$ cat src/hdl/rrpa_pkg.sv
// Shared types and constants for the reserved range page allocator.
package rrpa_pkg;

   localparam int ADDR_W     = 64;
   localparam int REQ_W      = 33;
   localparam int SIZE_W     = 34;
   localparam int PAGE_SHIFT = 12;
   localparam logic [SIZE_W-1:0] PAGE_BYTES = SIZE_W'(4096);
   localparam logic [SIZE_W-1:0] PAGE_MASK  = SIZE_W'(4095);

   localparam logic [1:0] MODE_REGION  = 2'd0;
   localparam logic [1:0] MODE_RESERVE = 2'd1;
   localparam logic [1:0] MODE_ALLOC   = 2'd2;
   localparam logic [1:0] MODE_NONE    = 2'd3;

   typedef enum logic [1:0] {
      STATUS_OK     = 2'd0,
      STATUS_NO_MEM = 2'd1,
      STATUS_FULL   = 2'd2
   } status_type;

   typedef enum logic [4:0] {
      OP_IDLE,
      OP_CAPTURE,
      OP_LOAD_REGION,
      OP_RESERVE,
      OP_ALLOC_INIT,
      OP_SET_RESULT,
      OP_EMIT,
      OP_RG_INC,
      OP_RG_MAX,
      OP_RG_OFF,
      OP_RG_LEFT,
      OP_RG_AVAIL,
      OP_RV_FIRST,
      OP_RV_INC,
      OP_RV_LATCH,
      OP_COMMIT,
      OP_DIV_A,
      OP_TAKE_A,
      OP_DIV_B,
      OP_TAKE_B,
      OP_STEP_ADD,
      OP_STEP_MIN,
      OP_ADVANCE
   } op_type;

   typedef enum logic [4:0] {
      ST_IDLE,
      ST_DISPATCH,
      ST_RG_READ,
      ST_RG_MAX,
      ST_RG_OFF,
      ST_RG_LEFT,
      ST_RG_AVAIL,
      ST_RG_FIT,
      ST_RV_CHECK,
      ST_RV_TEST,
      ST_DIV_A,
      ST_WAIT_A,
      ST_DIV_B,
      ST_WAIT_B,
      ST_STEP_ADD,
      ST_STEP_MIN,
      ST_STEP_CHECK,
      ST_DONE
   } state_type;

   typedef struct packed {
      op_type     op;
      status_type code;
   } cmd_type;

   typedef struct packed {
      logic [1:0] mode;
      logic       full;
      logic       usable;
      logic       rg_last;
      logic       fit;
      logic       rv_end;
      logic       overlap;
      logic       rem_done;
      logic       step_fail;
      logic       out_busy;
   } stat_type;

endpackage

$ cat src/hdl/rrpa_ctrl.sv
// Controller state machine sequencing loads, reservations and the allocation search.
module rrpa_ctrl (
   input  logic               clock,
   input  logic               reset,
   input  logic               req_tvalid,
   output logic               req_tready,
   input  rrpa_pkg::stat_type stat,
   output rrpa_pkg::cmd_type  cmd
);
   import rrpa_pkg::*;

   state_type state_ff, state_in;

   always_ff @(posedge clock) begin
      if (reset) begin
         state_ff <= ST_IDLE;
      end else begin
         state_ff <= state_in;
      end
   end

   always_comb begin
      state_in   = state_ff;
      cmd.op     = OP_IDLE;
      cmd.code   = STATUS_OK;
      req_tready = 1'b0;
      case (state_ff)
         ST_IDLE: begin
            req_tready = 1'b1;
            if (req_tvalid) begin
               cmd.op   = OP_CAPTURE;
               state_in = ST_DISPATCH;
            end
         end
         ST_DISPATCH: begin
            state_in = ST_DONE;
            case (stat.mode)
               MODE_REGION: cmd.op = OP_LOAD_REGION;
               MODE_RESERVE: begin
                  if (stat.full) begin
                     cmd.op   = OP_SET_RESULT;
                     cmd.code = STATUS_FULL;
                  end else begin
                     cmd.op = OP_RESERVE;
                  end
               end
               MODE_ALLOC: begin
                  if (stat.full) begin
                     cmd.op   = OP_SET_RESULT;
                     cmd.code = STATUS_FULL;
                  end else begin
                     cmd.op   = OP_ALLOC_INIT;
                     state_in = ST_RG_READ;
                  end
               end
               default: cmd.op = OP_SET_RESULT;
            endcase
         end
         ST_RG_READ: state_in = ST_RG_MAX;
         ST_RG_MAX: begin
            if (stat.usable) begin
               cmd.op   = OP_RG_MAX;
               state_in = ST_RG_OFF;
            end else if (stat.rg_last) begin
               cmd.op   = OP_SET_RESULT;
               cmd.code = STATUS_NO_MEM;
               state_in = ST_DONE;
            end else begin
               cmd.op   = OP_RG_INC;
               state_in = ST_RG_READ;
            end
         end
         ST_RG_OFF: begin
            cmd.op   = OP_RG_OFF;
            state_in = ST_RG_LEFT;
         end
         ST_RG_LEFT: begin
            cmd.op   = OP_RG_LEFT;
            state_in = ST_RG_AVAIL;
         end
         ST_RG_AVAIL: begin
            cmd.op   = OP_RG_AVAIL;
            state_in = ST_RG_FIT;
         end
         ST_RG_FIT: begin
            if (stat.fit) begin
               cmd.op   = OP_RV_FIRST;
               state_in = ST_RV_CHECK;
            end else if (stat.rg_last) begin
               cmd.op   = OP_SET_RESULT;
               cmd.code = STATUS_NO_MEM;
               state_in = ST_DONE;
            end else begin
               cmd.op   = OP_RG_INC;
               state_in = ST_RG_READ;
            end
         end
         ST_RV_CHECK: begin
            if (stat.rv_end) begin
               cmd.op   = OP_COMMIT;
               state_in = ST_DONE;
            end else begin
               state_in = ST_RV_TEST;
            end
         end
         ST_RV_TEST: begin
            if (stat.overlap) begin
               cmd.op   = OP_RV_LATCH;
               state_in = ST_DIV_A;
            end else begin
               cmd.op   = OP_RV_INC;
               state_in = ST_RV_CHECK;
            end
         end
         ST_DIV_A: begin
            cmd.op   = OP_DIV_A;
            state_in = ST_WAIT_A;
         end
         ST_WAIT_A: begin
            if (stat.rem_done) begin
               cmd.op   = OP_TAKE_A;
               state_in = ST_DIV_B;
            end
         end
         ST_DIV_B: begin
            cmd.op   = OP_DIV_B;
            state_in = ST_WAIT_B;
         end
         ST_WAIT_B: begin
            if (stat.rem_done) begin
               cmd.op   = OP_TAKE_B;
               state_in = ST_STEP_ADD;
            end
         end
         ST_STEP_ADD: begin
            cmd.op   = OP_STEP_ADD;
            state_in = ST_STEP_MIN;
         end
         ST_STEP_MIN: begin
            cmd.op   = OP_STEP_MIN;
            state_in = ST_STEP_CHECK;
         end
         ST_STEP_CHECK: begin
            if (stat.step_fail) begin
               cmd.op   = OP_SET_RESULT;
               cmd.code = STATUS_NO_MEM;
               state_in = ST_DONE;
            end else begin
               cmd.op   = OP_ADVANCE;
               state_in = ST_RG_READ;
            end
         end
         ST_DONE: begin
            if (!stat.out_busy) begin
               cmd.op   = OP_EMIT;
               state_in = ST_IDLE;
            end
         end
         default: state_in = ST_IDLE;
      endcase
   end

endmodule

$ cat config.mk
export PLATFORM = sky130hd
export DESIGN_NAME = rrpa_ctrl
export DESIGN_NICKNAME = d
export VERILOG_FILES = /design/src/hdl/rrpa_pkg.sv /design/src/hdl/rrpa_ctrl.sv
export SDC_FILE = /design/constraint.sdc
export NUM_CORES = 1
export LEC_CHECK = 0
export BUFFER_PORTS_ARGS = -buffer_cell sky130_fd_sc_hd__buf_2
export CAP_MARGIN = 20
export CORE_MARGIN = 5
export CORE_UTILIZATION = 57
export DETAILED_ROUTE_END_ITERATION = 7
export GPL_TIMING_DRIVEN = 0
export PLACE_DENSITY = 0.84
export SETUP_SLACK_MARGIN = 0.5
export SLEW_MARGIN = 10
export SYNTH_ARGS = -nofsm -noshare
export SYNTH_HDL_FRONTEND = slang
export SYNTH_SLANG_ARGS = --single-unit
$ cat constraint.sdc
create_clock -name clock -period 3.5 [get_ports clock]
set_clock_uncertainty 0.15 [all_clocks]
set_input_delay 0.7 -clock clock [delete_from_list [all_inputs] [get_ports clock]]
set_output_delay 0.7 -clock clock [all_outputs]
set_load 0.005 [all_outputs]
-- After elaboration in Yosys (flattened, before gate mapping)
Cells that the tools add are included.
- memory bits (writable): 0
- memories: 0
- bits in latches: 0
- input bits: 14
- ROM bits: 0
- register bits after elaboration: 5
- output and inout bits: 8
- div/mod/pow operators: 0
- reduce and logical (&&, ||, !) cells: 4
- muxes and demuxes: 35
- bitwise logic cells: 0
- magnitude comparators: 0
- $add $sub $neg: 0
- multipliers: 0
- equality and inequality tests: 23
- shift operators: 0
- operators with widths (kind ; number):
    $pmux W5 S18 ; 1
    $pmux W5 S17 ; 1
    $mux W5 ; 14
    $eq A5 B4 Y1 const B ; 8
    $eq A5 B3 Y1 const B ; 4
    $mux W2 ; 6
    $mux W4 ; 3
    $eq A5 B2 Y1 const B ; 2
    $eq A5 B5 Y1 const B ; 2
    $pmux W3 S3 ; 1
    $ne A2 B2 Y1 const B ; 4
    $pmux W2 S4 ; 1
    $mux W1 ; 6
    $mux W3 ; 2
    $eq A5 B1 Y1 const B ; 1
    $logic_not A5 Y1 ; 1
    $reduce_and A4 Y1 ; 1
    $eq A2 B1 Y1 const B ; 1
    $eq A2 B2 Y1 const B ; 1
    $logic_not A2 Y1 ; 1
    $reduce_or A2 Y1 ; 1

-- Longest topological paths before layout
- word-level depth: 4
- depth in mapped cells: 6
- mapped depth without buffers: 6

-- Least setup slack after synthesis
No wires, ideal clock.
- kind: input-to-output
- from: input stat[10] in the netlist's numbering
- to: output cmd[4] in the netlist's numbering
- data arrival time: 1.709 ns
- required time: 2.650 ns
- path slack: 0.941 ns
- stages on the path: 5
- path through: inv_1 ha_1 a211oi_1 nor3_1 or4_1
- RTL lines (what ; RTL line ; RTL):
    from (decl) ; rrpa_ctrl.sv:7 ; input rrpa_pkg::stat_type stat,
    to (decl) ; rrpa_ctrl.sv:8 ; output rrpa_pkg::cmd_type cmd

==> out/metrics.yaml <==
period_share: 0.823
p_total_uw: 595
diodes: 0
clk_latency_ns: 0.25
fp.dieH_um: 49.9
post_route_cells_drive_above_1_share: 0.277
ys_ff_latch: 5
critical_path.endpoint_type: "primary output"
synth_cell_types: 52
path_delay_family: "simple AND/OR/NAND/NOR gates"
finalSetupTns_ns: 0
io_buffers: 21
synth_edf_count: 0
cts_tree: "yes"
yosysSeqAreaShare: 0.110
syn_area_um2: 910
slew_headroom: 0.602
cts_hold_buf: 0
firstDrtPassIters: 4
antenna_found_initial: 0
syn-num-nets: 141
cp_max_fo: 3
grt_overflow: 0
finalHoldViolCount: 0
core-area_mm2: 0.00151
cp.arrival_ns: 2.03
numCtsBuffers: 3
drc: 0
synthArstFlopShare: 0
grt_max_degree: 11
syn-mean-instance-area_um2: 7.40
largest_reg_flops: 5
dp.cells: 160
clk_pin_slew_ns: 0.04
via_count: 1089
nNetsFinal: 167
ioPinCount: 22
post-cts-setup-buffers: 0
power_leakage_nw: 0.472
initial_core_util: 0.604
period_needed_ns: 2.88
wl_per_cell_um: 16.4
clockBufferDepth: 2
hold_class: "input pin to flip-flop"
crit_type: "input pin to primary output"
grt_pass1_vias: 975
top_regs: "state_ff (5)"
syn_to_final_growth_pct: 16.6
largest_register: "state_ff"
vdd_ir_drop_max_mv: 0.346
cp_cell_sequence: "buf_2 -> inv_1 -> ha_1 -> a211oi_1 -> nor3_1 -> or4_1 -> buf_2"
fin_ws_ns: 0.619
max_freq_mhz: 347
h-tree-depth: 1
crit_top_cell: "buf_2"
hpwl_um: 2140
place_congestion: 0.907
wl_um: 2690
layoutNonFillerInstCount: 164
routed_via_density: 6.64
setup_violations: 0
start_kind: "input pin"
grt_usage: 0.208
synth-main-ff-cell: "dfxtp_1"
grt_pass1_wl_um: 4200
max_cap_violations: 0
fill_cells: 137
rsz0062_at_grt: "false"
seqCellArea_um2: 100
cts-root-buf: "clkbuf_4"
antenna_left: 0
multi_input_area_um2: 721
slowest_stage: "or4_1"
final_max_slew_viol_count: 0
place_ws_ns: 0.625
rows: 14
netlist_instances: 123
power_density_mw_per_mm2: 561
drtIter0Drc: 21
crit_required_ns: 2.65
worst_path_largest_cell_delay_ns: 0.51
critPathBufInv: 3
cts.repair.resized: 0
cts.sinks: 5
worstMarginPinSlew_ns: 0.588
yosys_warnings: 0
status: "completed"
die_x_um: 49.9
dieArea_mm2: 0.00249
[area by class of cell]
class | instances | area share
flip-flops and latches | 5 | 0.0943
well taps | 16 | 0.0189
inverters | 7 | 0.0248
repair buffers | 21 | 0.0991
plain buffers | 10 | 0.0590
multi-input cells | 101 | 0.679
clock buffers | 4 | 0.0248
[logic make-up after synthesis]
logic type,Yosys count,synth area share
xor gates and xnor gates,2,0.0193
buffers and inverters,17,0.0977
AOI/OAI and AO/OA,35,0.278
and+or+nand+nor,56,0.395
DFF,5,0.110
muxes,4,0.0454
adders and majority gates,4,0.0550
[cell usage in the layout, fill, tap and decap left out, drive strengths merged, types with 2 or more instances in the layout]
master,count
o21a,3
nand3,3
or3,3
and4bb,3
nor2,9
nand2,9
nor4b,2
a22oi,3
dfxtp,5
a31oi,3
o31ai,2
nand3b,3
nor2b,4
nand2b,2
clkbuf,5
nand4,2
nor3,3
o21ai,4
ha,4
inv,7
mux2i,3
buf,30
a32oi,2
nor3b,5
a21oi,8
[worst register-to-register path, cell delays in order, from the launching register on]
cell and delay, ns:
dfxtp_1 0.35, buf_4 0.18, nor4b_1 0.51, nand2b_1 0.16, a22o_1 0.22, a32oi_1 0.23
[through the flow]
stage                      util  cell area [um2]  hold slack [ns]
after CTS                 0.704             1060            0.564
final                     0.704             1060            0.566
after global routing      0.704             1060            0.577
after floorplan               -              910            0.499
after detailed placement  0.687             1030            0.610
after global placement    0.687             1030            0.586
[synth_stat cells, types with 3 or more instances]
cell type,number,area (um2)
nand3b_1,3,22.5
nor2b_1,4,25.0
nor2_1,9,33.8
buf_4,3,22.5
o21a_1,3,22.5
o21ai_0,4,20.0
a31oi_1,3,18.8
nand2_1,9,33.8
nor3_1,3,15.0
ha_1,4,50.1
a21oi_1,8,40.0
dfxtp_1,5,100
mux2i_1,3,30.0
nor3b_1,4,30.0
buf_2,5,25.0
nand3_1,3,15.0
inv_1,7,26.3
or3_1,3,18.8
[layer usage]
| metal | track usage | share of wire |
|---|---|---|
| met2 | 0.371 | 0.48 |
| met1 | 0.258 | 0.43 |
| met5 | 0 | 0 |
| met3 | 0.0181 | 0.072 |
| met4 | 0.0611 | 0.013 |
[final timing paths]
path | slack, ns | to | from | depth (start not counted)
worst min register to register | 0.63 | state_ff[2] | state_ff[2] | 4
worst min-delay path | 0.57 | state_ff[0] | reset | 2
worst max-delay path | 0.62 | cmd[4] | stat[10] | 7
worst max register to register | 1.60 | state_ff[1] | state_ff[4] | 5
[power breakdown]
group	leakage [nW]	internal, mW	switching (mW)
sequential	0.0408	0.0716	0.0189
clock	0.0150	0.0432	0.0257
combinational	0.416	0.198	0.238
total	0.472	0.313	0.283
No activity file was read; power rests on OpenSTA's default activity.
